### config.mk
export PLATFORM = sky130hd
export DESIGN_NAME = sync_framed_double_buffer_receiver_top
export DESIGN_NICKNAME = d
export VERILOG_FILES = /design/src/sfdb_pkg.sv /design/src/sfdb_ctrl.sv /design/src/sync_framed_double_buffer_receiver_top.sv
export SDC_FILE = /design/constraint.sdc
export NUM_CORES = 1
export LEC_CHECK = 0
export ABC_AREA = 1
export BUFFER_PORTS_ARGS = -buffer_cell sky130_fd_sc_hd__buf_2
export CAP_MARGIN = 20
export CORE_UTILIZATION = 40
export CTS_BUF_LIST = sky130_fd_sc_hd__clkbuf_2 sky130_fd_sc_hd__clkbuf_4 sky130_fd_sc_hd__clkbuf_8
export DETAILED_ROUTE_END_ITERATION = 12
export GPL_TIMING_DRIVEN = 0
export HOLD_SLACK_MARGIN = 0.05
export PLACE_DENSITY_LB_ADDON = 0.15
export SLEW_MARGIN = 20
export SYNTH_ARGS = -nofsm -noshare
export SYNTH_HDL_FRONTEND = slang
export SYNTH_SLANG_ARGS = --single-unit
### constraint.sdc
create_clock -name i_clk -period 2.5 [get_ports i_clk]
set_clock_uncertainty 0.1 [all_clocks]
set_input_delay 0.125 -clock i_clk [delete_from_list [all_inputs] [get_ports i_clk]]
set_output_delay 0.125 -clock i_clk [all_outputs]
set_load 0.02 [all_outputs]
### src/sfdb_pkg.sv
// ----------------------------------------------------------------------------
// sfdb_pkg: shared types and constants
// Frame geometry, sync code and the result record passed from the frame
// controller to the output register of the receiver.
// ----------------------------------------------------------------------------
package sfdb_pkg;

    // Data bytes stored per frame (sync byte excluded)
    localparam int unsigned FRAME_BYTES = 192;

    // Byte position counter: 0 waits for sync, 1..FRAME_BYTES next slot
    localparam int unsigned POS_W = $clog2(FRAME_BYTES + 1);

    // Frame buffer index width (fixed by the write_index field)
    localparam int unsigned IDX_W = 8;

    // Received data width
    localparam int unsigned DATA_W = 8;

    // Start-of-frame marker
    localparam logic [DATA_W-1:0] SYNC_BYTE = 8'hFF;

    // One result transaction
    typedef struct packed {
        logic              write_enable;
        logic              write_buffer;
        logic [IDX_W-1:0]  write_index;
        logic [DATA_W-1:0] write_data;
        logic              frame_done;
        logic              frame_dropped;
        logic              display_buffer;
    } t_result;

endpackage

### src/sfdb_ctrl.sv
// ----------------------------------------------------------------------------
// sfdb_ctrl: frame controller
// Holds the byte position, fill buffer and pending error flag. Computes the
// result of one byte and updates the state when the byte advances.
// ----------------------------------------------------------------------------
module sfdb_ctrl (
    input  logic                         i_clk,
    input  logic                         i_rst_n,
    input  logic                         i_advance,
    input  logic [sfdb_pkg::DATA_W-1:0]  i_rx_byte,
    input  logic                         i_line_error,
    output sfdb_pkg::t_result            o_result
);

    logic [sfdb_pkg::POS_W-1:0] r_byte_position, n_byte_position;
    logic                       r_fill_buffer,   n_fill_buffer;
    logic                       r_error_pending, n_error_pending;

    // Next state and result for the byte at the controller input
    always_comb begin
        n_byte_position = r_byte_position;
        n_fill_buffer   = r_fill_buffer;
        n_error_pending = r_error_pending | i_line_error;

        o_result                = '0;
        o_result.write_buffer   = r_fill_buffer;

        if (r_byte_position == '0) begin
            // waiting for sync; anything else counts as an error
            if (i_rx_byte == sfdb_pkg::SYNC_BYTE) begin
                n_byte_position = sfdb_pkg::POS_W'(1);
            end else begin
                n_error_pending = 1'b1;
            end
        end else if (r_byte_position >= sfdb_pkg::POS_W'(sfdb_pkg::FRAME_BYTES)) begin
            // last byte: swap on a clean frame, drop otherwise
            o_result.write_enable = 1'b1;
            o_result.write_index  = sfdb_pkg::IDX_W'(sfdb_pkg::FRAME_BYTES - 1);
            o_result.write_data   = i_rx_byte;
            n_byte_position       = '0;
            if (n_error_pending) begin
                n_error_pending        = 1'b0;
                o_result.frame_dropped = 1'b1;
            end else begin
                n_fill_buffer       = ~r_fill_buffer;
                o_result.frame_done = 1'b1;
            end
        end else begin
            o_result.write_enable = 1'b1;
            o_result.write_index  = sfdb_pkg::IDX_W'(r_byte_position - sfdb_pkg::POS_W'(1));
            o_result.write_data   = i_rx_byte;
            n_byte_position       = r_byte_position + sfdb_pkg::POS_W'(1);
        end

        o_result.display_buffer = ~n_fill_buffer;
    end

    // State registers
    always_ff @(posedge i_clk) begin
        if (!i_rst_n) begin
            r_byte_position <= '0;
            r_fill_buffer   <= 1'b0;
            r_error_pending <= 1'b0;
        end else if (i_advance) begin
            r_byte_position <= n_byte_position;
            r_fill_buffer   <= n_fill_buffer;
            r_error_pending <= n_error_pending;
        end
    end

endmodule

### src/sync_framed_double_buffer_receiver_top.sv
// ----------------------------------------------------------------------------
// sync_framed_double_buffer_receiver_top: sync-framed byte receiver
// Waits for the sync byte, then writes each frame's data bytes into one of
// two frame buffers through a write port, swapping on clean frames.
//
//   channel | handshake          | payload
//   --------+--------------------+----------------------------------------
//   input   | i_valid / o_stall  | i_rx_byte, i_line_error
//   result  | o_valid / i_stall  | o_write_enable .. o_display_buffer
//
// One byte per cycle sustained while the result channel is not stalled; each
// byte passes the input register, then the result register after the controller update.
// Reset is synchronous: waiting for sync, first buffer filling, no error.
// A stalled result holds the result register; the input register keeps its
// byte and o_stall rises only while both registers are full.
// ----------------------------------------------------------------------------
module sync_framed_double_buffer_receiver_top (
    input  logic                         i_clk,
    input  logic                         i_rst_n,
    // input channel
    input  logic                         i_valid,
    output logic                         o_stall,
    input  logic [sfdb_pkg::DATA_W-1:0]  i_rx_byte,
    input  logic                         i_line_error,
    // result channel
    output logic                         o_valid,
    input  logic                         i_stall,
    output logic                         o_write_enable,
    output logic                         o_write_buffer,
    output logic [sfdb_pkg::IDX_W-1:0]   o_write_index,
    output logic [sfdb_pkg::DATA_W-1:0]  o_write_data,
    output logic                         o_frame_done,
    output logic                         o_frame_dropped,
    output logic                         o_display_buffer
);

    logic                        r_in_valid;
    logic [sfdb_pkg::DATA_W-1:0] r_in_byte;
    logic                        r_in_error;
    logic                        r_out_valid;
    sfdb_pkg::t_result           r_out;
    sfdb_pkg::t_result           ctrl_result;
    logic                        out_hold;
    logic                        advance;
    logic                        in_fire;

    // Pipeline flow control
    assign out_hold = r_out_valid & i_stall;
    assign advance  = r_in_valid & ~out_hold;
    assign o_stall  = r_in_valid & out_hold;
    assign in_fire  = i_valid & ~o_stall;

    // Input register
    always_ff @(posedge i_clk) begin
        if (!i_rst_n) begin
            r_in_valid <= 1'b0;
        end else if (!o_stall) begin
            r_in_valid <= i_valid;
        end
    end

    always_ff @(posedge i_clk) begin
        if (in_fire) begin
            r_in_byte  <= i_rx_byte;
            r_in_error <= i_line_error;
        end
    end

    // Frame controller
    sfdb_ctrl u_ctrl (
        .i_clk        (i_clk),
        .i_rst_n      (i_rst_n),
        .i_advance    (advance),
        .i_rx_byte    (r_in_byte),
        .i_line_error (r_in_error),
        .o_result     (ctrl_result)
    );

    // Result register
    always_ff @(posedge i_clk) begin
        if (!i_rst_n) begin
            r_out_valid <= 1'b0;
        end else if (!out_hold) begin
            r_out_valid <= r_in_valid;
        end
    end

    always_ff @(posedge i_clk) begin
        if (advance) begin
            r_out <= ctrl_result;
        end
    end

    assign o_valid          = r_out_valid;
    assign o_write_enable   = r_out.write_enable;
    assign o_write_buffer   = r_out.write_buffer;
    assign o_write_index    = r_out.write_index;
    assign o_write_data     = r_out.write_data;
    assign o_frame_done     = r_out.frame_done;
    assign o_frame_dropped  = r_out.frame_dropped;
    assign o_display_buffer = r_out.display_buffer;

endmodule
* Yosys cells after proc, flatten, opt, wreduce, memory -nomap -nowiden
Cells that the tools add are included.
** Storage, ports and cells
- Register bits after elaboration :: 42
- Input port bits :: 13
- Output and inout port bits :: 23
** Operators by class
- Add/subtract/negate cells :: 2
- Magnitude comparators :: 1
- Eq/ne operators :: 2
- Mux-type cells :: 13
- Bitwise operators :: 10
- Reduce and logical (&&, ||, !) cells :: 4
** Operator list (number)
- two-way mux 8 bit :: 3
- two-way mux 16 bit :: 1
- two-way mux 1 bit :: 9
- adder 8 x 1 -> 8 bit (second input constant) :: 1
- == test 8 bit (second input constant) :: 1
- greater-or-equal comparator 8 bit (second input constant) :: 1
- logical NOT 8 bit :: 1
- subtractor 8 x 1 -> 8 bit (second input constant) :: 1
- inverter 1 bit :: 5
- bitwise AND 1 bit :: 4
- OR reduction 2 bit :: 2
- inequality test 2 bit (second input constant) :: 1
- AND reduction 2 bit :: 1
- bitwise OR 1 bit :: 1

* Depth between registers and ports, before layout
Gate-level depths: netlist of the first run.
- Word-level depth :: 5
- Depth in mapped cells :: 9
- Depth with buffers taken out :: 9

* Hierarchy
Synthesis of the first run repeated with hierarchy kept, for this count alone.
** Second synthesis, totals
- Cells, all modules :: 196
- Area, all modules :: 1883.1 sq um
** Modules (own cells, without submodules)
- sync_framed_double_buffer_receiver_top :: times used 1, cells each 43, area an instance 996.0 sq um, seq. area each 940.9 sq um
- sfdb_ctrl :: times used 1, cells each 153, area an instance 887.1 sq um, seq. area each 200.2 sq um

* Worst setup path before layout of the first run
Ideal clock, no wire load.
- Path kind :: reg-to-reg
- Start :: register r_out_valid, in the netlist o_valid
- End :: register r_in_byte[0] in the netlist's numbering (enable)
- Library setup time :: 0.278 ns
- Arrival time :: 1.167 ns
- Data required time :: 2.122 ns
- Path slack :: 0.955 ns
- Cell stages (with the launch flop) :: 6
- Buffers on the path :: 0
- Path through :: dfxtp_1 nand2_1 nor2_1 inv_1 nand2_1 inv_1
** On the way
- Cells in the longest elaborated chain, start to end :: 4
** RTL lines
- start, declared :: RTL line sync_framed_double_buffer_receiver_top.sv:40 : logic r_out_valid;
- start signal, assigned :: RTL line sync_framed_double_buffer_receiver_top.sv:84 : r_out_valid <= r_in_valid;
- bitwise AND 1 bit :: RTL line sync_framed_double_buffer_receiver_top.sv:48 : assign out_hold = r_out_valid & i_stall;
- bitwise AND 1 bit :: RTL line sync_framed_double_buffer_receiver_top.sv:50 : assign o_stall = r_in_valid & out_hold;
- via o_stall :: RTL line sync_framed_double_buffer_receiver_top.sv:22 : output logic o_stall,
- inverter 1 bit :: RTL line sync_framed_double_buffer_receiver_top.sv:51 : assign in_fire = i_valid & ~o_stall;
- bitwise AND 1 bit :: RTL line sync_framed_double_buffer_receiver_top.sv:51
- via in_fire :: RTL line sync_framed_double_buffer_receiver_top.sv:45 : logic in_fire;
- end signal, assigned :: RTL line sync_framed_double_buffer_receiver_top.sv:64 : r_in_byte <= i_rx_byte;
- end, declared :: RTL line sync_framed_double_buffer_receiver_top.sv:38 : logic [sfdb_pkg::DATA_W-1:0] r_in_byte;
The timed path passes the listed nets, and every way through them passes these cells.
A chain may end at the register's enable or synchronous reset.

* Final worst setup path of the first run
- Start :: input port i_stall
- End :: register u_ctrl.r_byte_position[2] in the netlist's numbering
** On the way
- Cells in the longest elaborated chain, start to end :: 4
** RTL lines
- start, declared :: RTL line sync_framed_double_buffer_receiver_top.sv:27 : input logic i_stall,
- bitwise AND 1 bit :: RTL line sync_framed_double_buffer_receiver_top.sv:48
- inverter 1 bit :: RTL line sync_framed_double_buffer_receiver_top.sv:49 : assign advance = r_in_valid & ~out_hold;
- bitwise AND 1 bit :: RTL line sync_framed_double_buffer_receiver_top.sv:49
- via advance :: RTL line sync_framed_double_buffer_receiver_top.sv:44 : logic advance;
- AND reduction 2 bit (no source line)
- end signal, assigned :: RTL line sfdb_ctrl.sv:65 : r_byte_position <= n_byte_position;
- end, declared :: RTL line sfdb_ctrl.sv:15 : logic [sfdb_pkg::POS_W-1:0] r_byte_position, n_byte_position;
The timed path passes the listed nets, and every way through them passes these cells.

==> metrics.txt, run 1 <==
synth unique cells=24; worst reg2reg path startpoint=o_valid$_SDFFE_PN0N_; VDD IR-drop max=456 µV; CP max stage delay=0.53 ns; Startpoint Class=input pin; placed insts=a little under 300; min Tclk post-route=1.86 ns; Core Footprint=between 0.004 and 0.005 mm²; wire length per cell=11.1 µm; Worst Hold Class=flip-flop to flip-flop; Slew @ Worst Pin=0.607 ns; DR pass1 iterations=4; Mean Syn Cell Area=9.31 µm²; Crit Path Max Fanout=30; sequential cell area fraction in the yosys report=59.0%; row cnt=24; vias per cell=4.63; GR Layer Usage met2=25.9%; GRT overflow=0; Ys Warns=0; TritonCTS Buffers=5; Initial Util=43.0%; mapped cell area=0.00194 mm²; max_slew headroom=between 50% and 60%; vias in the first global route=between 1000 and 1500; CTS Buffer Depth=2; Setup TNS=0 ns; met1 usage=between 10% and 20%; number of routed nets with antenna violations=0; largest net degree at the start of global routing=31; DRC=0; Critical Path, Cell by Cell=dlygate4sd3_1 -> buf_2 -> nand2_1 -> nand2_1 -> inv_2 -> o21ai_1 -> nand2_1 -> nand2_1 -> a21oi_1; Critical Path Most Common Cell=nand2_1; fillers=429; H-tree Lvls=2; Top Usage Layer GRT=met2; leak pwr=1.10 nW; initial antenna violation count=0; Port Buf Inserts=35; worst skew pair latency=roughly 0.29 ns; Register-to-Register Path Depth=7; # IOs=36; commonest cells after routing, fill and taps aside=nand2_1, buf_2, nor2_1, edfxtp_1, inv_1; Critical Path RT=2.62 ns; Post-Route Utilization=53.0%; Die ar.=just over 0.005 mm²; final period utilization=between 70% and 80%; CP max stage cell=dlygate4sd3_1; Pwr Density=between 500 and 600 mW/mm²; RSZ-0062 raised after global routing=no; first-pass GRT wire length=5.97 mm; Yosys reg bits=42; Final Setup Violations=0; clock root buffer=clkbuf_8; via count=between 1000 and 1500; layout cells sized above 1=23.6%; crit path from=i_stall; outcome=finished clean; Die Y=71.6 µm; GR Util met3=4.22%; number of max-cap violations=0; Slew Limit Fails=0; CP endpoint kind=flip-flop; CTS tree=yes; syn nets=224; Setup Crit Path Kind=input pin to flip-flop; Non-Filler Instances=between 300 and 400; Setup crit end=u_ctrl.r_byte_position[2]$_SDFFE_PN0P_; CTS Sinks=between 40 and 50; Hold Vio Cnt, Final=0; overall routing resource usage=~16%; critical path arrival=a little under 2 ns; Fmax=538 MHz; antenna cells=0; most common cell after layout, fill and taps aside=nand2_1; Worst R2R Setup Slack=between 0.8 and 0.9 ns; Final Cell Area=0.00239 mm²; Mapped Cells=about 210; reg2reg end=u_ctrl.r_byte_position[2]$_SDFFE_PN0P_; post-placement cell area=0.00218 mm²; GP Congestion=around 0.87; die width=around 70 µm; Area Growth Syn to Fin=23.3%; DP HPWL=2.39 mm; clock transition at the registers of the reported paths=0.07 ns; WL final=around 3.5 mm; initial DRC count=about 80; nets=278; # resized after CTS=0
flip-flops by register name (all words and copies together) (netlist names):
name / count
o_write_data: 8
o_write_index: 8
r_in_byte: 8
u_ctrl.r_byte_position: 8
o_display_buffer: 1
o_frame_done: 1
o_frame_dropped: 1
o_valid: 1
o_write_buffer: 1
o_write_enable: 1
r_in_error: 1
r_in_valid: 1
u_ctrl.r_error_pending: 1
u_ctrl.r_fill_buffer: 1
through the flow:
step | total power [W] | hold WS, ns | worst slack, ns
after floorplan | 0.000845 | 0.124 | 0.955
after global placement | 0.000876 | 0.201 | 0.806
after detailed placement | 0.000878 | 0.203 | 0.787
after CTS | 0.00132 | 0.377 | 0.608
after global routing | 0.00136 | 0.418 | 0.451
final | 0.00131 | 0.377 | 0.640
worst min path at each step:
stage | startpoint | end | slack, ns | cells past startpoint
after global routing | r_in_valid$_SDFFE_PN0N_ | o_valid$_SDFFE_PN0N_ | 0.42 | 2
after floorplan | i_rx_byte[0] | r_in_byte[0]$_DFFE_PP_ | 0.12 | 0
final | r_in_valid$_SDFFE_PN0N_ | o_valid$_SDFFE_PN0N_ | 0.38 | 2
after detailed placement | i_line_error | r_in_error$_DFFE_PP_ | 0.20 | 1
after global placement | i_rx_byte[3] | r_in_byte[3]$_DFFE_PP_ | 0.20 | 1
after CTS | r_in_valid$_SDFFE_PN0N_ | o_valid$_SDFFE_PN0N_ | 0.38 | 2
worst max-delay path, delay by kind of cell:
family	cells	cell delay, ns
AND/OR/NAND/NOR	4	0.43
buffers and inverters	3	1.10
AO/OA/AOI/OAI	2	0.31
layer usage:
metal | vias up | share of wire (%)
met5 | - | 0
met4 | 0 | 1.8
met3 | 5 | 4.3
met2 | 37 | 47
met1 | 641 | 46
li1 | 775 | -
cell type report:
| type | count | area [µm²] | share of cell area, % |
|---|---|---|---|
| clock inverter | 2 | 13.8 | 0.577 |
| clock buffer | 6 | 76.3 | 3.20 |
| sequential | 42 | 1140 | 47.8 |
| buffer | 2 | 10.0 | 0.420 |
| tap | 52 | 65.1 | 2.73 |
| multi-input combinational | 131 | 658 | 27.6 |
| timing repair buffer | 47 | 295 | 12.4 |
| inverter | 33 | 126 | 5.30 |
power by group:
group	switching, W	total [W]	internal (W)
logic	0.0000581	0.0000949	0.0000368
clock network	0.000223	0.000430	0.000208
registers	0.00000878	0.000781	0.000772
Yosys cell counts:
master / instances / area share, %
inv_1: 29 / 5.6
nand2_2: 2 / 0.65
or2_2: 1 / 0.32
nor2_4: 1 / 0.58
nor2_2: 1 / 0.32
xor2_2: 1 / 0.84
o21ai_1: 1 / 0.26
o21bai_1: 1 / 0.39
inv_2: 3 / 0.58
o21ai_0: 4 / 1.0
nor4_1: 1 / 0.32
nor2_1: 36 / 7.0
nand2_4: 5 / 2.9
inv_4: 1 / 0.32
ha_1: 3 / 1.9
nor2_8: 1 / 1.0
a31oi_1: 2 / 0.65
nand3_1: 13 / 3.4
edfxtp_1: 30 / 47
nand2_1: 43 / 8.3
dfxtp_1: 12 / 12
a21oi_1: 14 / 3.6
buf_2: 2 / 0.52
a21oi_2: 1 / 0.45
logic make-up (layout without fill, tap and decap cells):
| group | count (synthesis) | in the layout | synth area share [%] |
|---|---|---|---|
| adder cells (fa/ha/maj) | 3 | 3 | 1.94 |
| AND/OR/NAND/NOR | 104 | 104 | 24.8 |
| AO/OA/AOI/OAI | 23 | 23 | 6.40 |
| buffers and inverters | 35 | 90 | 7.05 |
| XOR/XNOR | 1 | 1 | 0.841 |
| flip-flops | 42 | 42 | 59.0 |
what timing repair did:
| action | CTS | global route |
|---|---|---|
| setup buffers | 0 | 0 |
| hold buffers | 12 | 0 |
| setup endpoints to repair | 0 | 0 |
| hold endpoints to repair | 15 | 0 |
Note: power is estimated with default switching activity, not from simulation.
==> run 2: changes to the inputs <==
==> constraint.sdc (replaced) <==
create_clock -name i_clk -period 1.9 [get_ports i_clk]
set_clock_uncertainty 0.1 [all_clocks]
set_input_delay 0.095 -clock i_clk [delete_from_list [all_inputs] [get_ports i_clk]]
set_output_delay 0.095 -clock i_clk [all_outputs]
set_load 0.02 [all_outputs]
==> metrics.txt, run 2 (same netlist as run 1, synthesis figures left out) <==
most common cell after layout, fill and taps aside=nand2_1; vias per cell=4.66; Port Buf Inserts=35; Initial Util=between 40% and 50%; Hold Path Sink=o_valid$_SDFFE_PN0N_; Critical Path RT=1.84 ns; Switch Pwr=0.000381 W; number of routed nets with antenna violations=0; wire length per cell=11.1 µm; Slew @ Worst Pin=0.381 ns; worst skew pair latency=0.29 ns; worst reg2reg path startpoint=u_ctrl.r_byte_position[0]$_SDFFE_PN0P_; HP Start=r_in_valid$_SDFFE_PN0N_; Setup Crit Path Kind=flip-flop to flip-flop; Int Power=0.00134 W; clock share of power=32.9%; CP max stage delay=0.35 ns; Die Y=71.6 µm; min Tclk post-route=1.65 ns; Setup TNS=0 ns; Post-Route Utilization=between 50% and 60%; Switching Fraction=22.2%; Die ar.=0.00512 mm²; # IOs=36; nets=278; Area Growth Syn to Fin=23.4%; VDD IR-drop max=600 µV; CP max stage cell=dfxtp_1; GRT overflow=0; RSZ-0062 raised after global routing=no; Pwr Density=719 mW/mm²; final period utilization=86.8%; crit path from=u_ctrl.r_byte_position[0]$_SDFFE_PN0P_; outcome=finished clean; H-tree Lvls=2; number of max-cap violations=0; Setup Fix Bufs, Post-CTS=0; row cnt=24; final total power=0.00172 W; clock root buffer=clkbuf_8; largest net degree at the start of global routing=31; via count=1467; multi-input logic area=approximately 660 µm²; antenna cells=0; layout cells sized above 1=23.6%; combinational share of power=7.3%; TritonCTS Buffers=5; fillers=430; Final Setup Violations=0; Register-to-Register Path Depth=6; first-pass GRT wire length=5.97 mm; Crit Path Max Fanout=10; commonest cells after routing, fill and taps aside=nand2_1, buf_2, nor2_1, edfxtp_1, inv_1; Min-Delay Path Depth=2; clock transition at the registers of the reported paths=about 0.080 ns; register area=0.00114 mm²; DR pass1 iterations=4; GP Congestion=0.872; critical path arrival=1.59 ns; Critical Path, Cell by Cell=inv_1 -> ha_1 -> nand2_4 -> nor2_8 -> buf_2 -> a21oi_1; CP endpoint kind=flip-flop; Worst R2R Setup Slack=~0.25 ns; leak pwr=between 1 and 1.5 nW; max_slew headroom=74.5%; CTS Sinks=42; initial antenna violation count=0; vias in the first global route=1321; CTS Buffer Depth=2; reg2reg end=o_write_index[4]$_SDFFCE_PP0P_; Startpoint Class=flip-flop; Hold Vio Cnt, Final=0; overall routing resource usage=15.7%; Fmax=606 MHz; Slew Limit Fails=0; CTS tree=yes; Core Footprint=0.00450 mm²; die width=71.6 µm; part of the power in registers=approximately three fifths; Worst Hold Class=flip-flop to flip-flop; WL final=between 3 and 4 mm; DRC=0; DP HPWL=2.39 mm; initial DRC count=50
## run 2: power groups by stage
stage / registers, W / clock network (W) / logic [W]
finish: 0.00103 / 0.000566 / 0.000126
global placement: 0.00105 / 0 / 0.000105
CTS: 0.00103 / 0.000585 / 0.000126
detailed placement: 0.00105 / 0 / 0.000107
global route: 0.00103 / 0.000629 / 0.000136
floorplan: 0.00107 / 0 / 0.0000403
## run 2: per-stage QoR
step / cell area, µm² / hold slack [ns] / setup slack [ns] / cells
after CTS: 2390 / 0.377 / 0.0378 / 315
final: 2390 / 0.377 / 0.251 / 315
after global placement: 2180 / 0.171 / 0.206 / 295
after detailed placement: 2180 / 0.173 / 0.187 / 295
after floorplan: 1940 / 0.0939 / 0.355 / 208
after global routing: 2390 / 0.389 / 0.0997 / 315
## run 2: timing repair
action / in CTS / in global routing
gates resized for setup: 0 / 2
endpoints found under the hold margin: 16 / 0
setup endpoints to repair: 0 / 5
hold buffers: 12 / 0
## run 2: area by class of cell
cell class | count | area share [%]
Buffer | 2 | 0.419
Clock buffer | 6 | 3.20
Clock inverter | 2 | 0.576
Inverter | 33 | 5.40
Multi-Input combinational cell | 131 | 27.6
Sequential cell | 42 | 47.8
Tap cell | 52 | 2.72
Timing Repair Buffer | 47 | 12.4
## run 2: how the worst max path moves through the flow
stage | cells after the start | slack (ns) | end
2_1_floorplan | 5 | 0.36 | r_in_byte[0]$_DFFE_PP_
3_3_place_gp | 8 | 0.21 | u_ctrl.r_byte_position[6]$_SDFFE_PN0P_
3_5_place_dp | 8 | 0.19 | u_ctrl.r_byte_position[5]$_SDFFE_PN0P_
4_1_cts | 9 | 0.04 | u_ctrl.r_byte_position[2]$_SDFFE_PN0P_
5_1_grt | 9 | 0.1 | u_ctrl.r_byte_position[4]$_SDFFE_PN0P_
6_report | 6 | 0.25 | o_write_index[4]$_SDFFCE_PP0P_
## run 2: critical path, delay by kind of cell, from the launching register on
family,cells,cell delay (ns)
flip-flops,1,0.35
AO/OA/AOI/OAI,1,0.07
adder cells (fa/ha/maj),1,0.22
buffers and inverters,2,0.41
AND/OR/NAND/NOR,2,0.25
## run 2: per-layer routing
layer  share of wire [%]  wire [µm]  GRT usage (%)  vias to the layer above
met1                  46       1600           19.4                      642
met3                 4.9        171           4.22                        5
met2                  48       1660           25.9                       43
li1                    -          -              -                      777
met5                   0          0              0                        -
met4                 1.6         55           7.19                        0
==> run 3: changes to the inputs <==
--- a/config.mk
+++ b/config.mk
@@ -5,7 +5,6 @@
 export SDC_FILE = /design/constraint.sdc
 export NUM_CORES = 1
 export LEC_CHECK = 0
-export ABC_AREA = 1
 export BUFFER_PORTS_ARGS = -buffer_cell sky130_fd_sc_hd__buf_2
 export CAP_MARGIN = 20
 export CORE_UTILIZATION = 40
==> metrics.txt, run 3 <==
outcome=finished clean; syn nets=about 160; Post-Route Utilization=52.9%; Area Growth Syn to Fin=27.6%; reg2reg end=u_ctrl.r_byte_position[6]$_SDFFE_PN0P_; share of the synthesized area in the top cell type=around 50%; number of routed nets with antenna violations=0; RSZ-0062 raised after global routing=no; critical path arrival=1.92 ns; critical path's top delay family=buffers and inverters; Final Setup Violations=0; Port Buf Inserts=35; commonest cells after routing, fill and taps aside=buf_2, edfxtp_1, a21oi_1, nand2_1; overall routing resource usage=15.6%; worst skew pair latency=roughly 0.29 ns; Mean Syn Cell Area=12.2 µm²; first-pass GRT wire length=5.71 mm; Worst Hold Class=input pin to flip-flop; Critical Path, Cell by Cell=inv_1 -> ha_1 -> and3_1 -> buf_6 -> inv_4 -> o21ai_4 -> buf_2 -> o221a_2; Setup crit end=u_ctrl.r_byte_position[6]$_SDFFE_PN0P_; vias per cell=5.15; row cnt=24; post-placement cell area=0.00205 mm²; clock transition at the registers of the reported paths=0.08 ns; die width=roughly 69 µm; layout cells sized above 1=31.0%; max_slew headroom=44.0%; Slew @ Worst Pin=0.835 ns; Synth top cells by count=edfxtp_1, a21oi_1, nand2_1, dfxtp_1, nor2_1; worst reg2reg path startpoint=u_ctrl.r_byte_position[0]$_SDFFE_PN0P_; synth unique cells=35; multi-input logic area=602 µm²; CP endpoint kind=flip-flop; CTS Buffer Depth=2; crit path from=u_ctrl.r_byte_position[0]$_SDFFE_PN0P_; CP max stage delay=about 0.40 ns; mapped cell area=0.00181 mm²; clock root buffer=clkbuf_8; Hold Vio Cnt, Final=0; wire length per cell=~14 µm; DP HPWL=2.23 mm; number of synthesized flops with an enable pin=30; DRC=0; GP Congestion=0.878; # IOs=36; H-tree Lvls=2; Yosys reg bits=42; final total power=0.00185 W; GRT overflow=0; CP max stage cell=dfxtp_2; Slew Limit Fails=0; post-synth top area cell=edfxtp_1; Critical Path RT=1.98 ns; top cells by area, synth=edfxtp_1, dfxtp_1, a21oi_1, and2_1, nand2_1; Primary FF master, synth=edfxtp_1; TritonCTS Buffers=5; Fmax=546 MHz; antenna cells=0; CP Depth=8; initial antenna violation count=0; register area=0.00115 mm²; DR pass1 iterations=4; Initial Util=41.5%; worst path bufs/invs=4; leak pwr=0.914 nW; Setup TNS=0 ns; via count=approximately 1300; WL final=between 3 and 4 mm; number of max-cap violations=0; CTS tree=yes; dpl ws=-0.0730 ns; Pwr Density=roughly 800 mW/mm²; Core Footprint=around 0.0044 mm²; Die ar.=0.00479 mm²; VDD IR-drop max=493 µV; largest net degree at the start of global routing=15; Worst R2R Setup Slack=0.07 ns; Ys Warns=0; Crit Path Max Fanout=7; Die Y=69.2 µm; min Tclk post-route=1.83 ns; Mapped Cells=approximately 150; nets=between 200 and 250; CTS Sinks=42; cell with the most instances after synthesis=edfxtp_1; sequential cell area fraction in the yosys report=63.2%; Setup Crit Path Kind=flip-flop to flip-flop; Register-to-Register Path Depth=8; vias in the first global route=1280; fillers=372; Final Worst Setup Slack=just under 0.07 ns; most common cell after layout, fill and taps aside=buf_2; Final Cell Area=0.00230 mm²; Startpoint Class=flip-flop; initial DRC count=60; Async SR Flop Fraction=0%; final period utilization=between 90% and 100%
## run 3: cell count changes after synthesis, sizes merged, moves of 5 or more
cell / change
and2: +9
buf: +5
inv: -29
nand2: -37
nand3: -9
nand4: +5
nor2: -28
xnor2: +5
## run 3: worst min-delay path: cells and delay by family
kind,cells,cell delay (ns)
compound gates,1,0.08
simple gates,1,0.10
buf+inv,1,0.15
## run 3: final cells by class
type,count,share of cell area [%]
buffer,7,2.23
clock buffer,7,3.64
clock inverter,1,1.30
inverter,4,0.760
multi-input combinational,93,26.1
sequential,42,49.9
tap,52,2.82
timing repair buffer,49,13.2
## run 3: repair_timing
action / in CTS / in global routing
buffers inserted: 1 / 1
cloned: 2 / 0
pin swaps: 1 / 3
setup endpoints to repair: 9 / 16
gates resized for setup: 2 / 5
hold buffers: 11 / 0
hold endpoints to repair: 12 / 0
## run 3: worst min path at each step
stage	from	endpoint	depth (start not counted)
after floorplan	i_rx_byte[0]	r_in_byte[0]$_DFFE_PP_	0
after global routing	i_stall	o_valid$_SDFFE_PN0N_	3
final	i_stall	o_valid$_SDFFE_PN0N_	3
after CTS	i_stall	o_valid$_SDFFE_PN0N_	3
after global placement	i_rx_byte[3]	r_in_byte[3]$_DFFE_PP_	1
after detailed placement	i_rx_byte[1]	r_in_byte[1]$_DFFE_PP_	1
## run 3: layer usage
layer / routed length [µm] / track usage (%)
met1: 1600 / 18.5
met2: 1650 / 25.2
met3: 200 / 4.94
met4: 65 / 7.94
met5: 0 / 0
## run 3: power breakdown
group	internal (W)	leakage, nW	total, W	switching [W]
clock	0.000422	0.0593	0.000717	0.000295
sequential	0.00101	0.385	0.00102	0.0000130
combinational	0.0000448	0.469	0.000107	0.0000620
## run 3: logic make-up after synthesis
kind of cell             synth area share [%]
AND/OR/NAND/NOR                          15.8
AO/OA/AOI/OAI                            11.0
adder cells (fa/ha/maj)                  2.08
XOR/XNOR                                 3.39
flip-flops                               63.2
buffers and inverters                    4.57
## run 3: through the flow
step / cells / hold WS (ns)
after floorplan: 148 / 0.0939
after global placement: 235 / 0.171
after detailed placement: 235 / 0.173
after CTS: 256 / 0.0729
after global routing: 255 / 0.0904
final: 255 / 0.0828
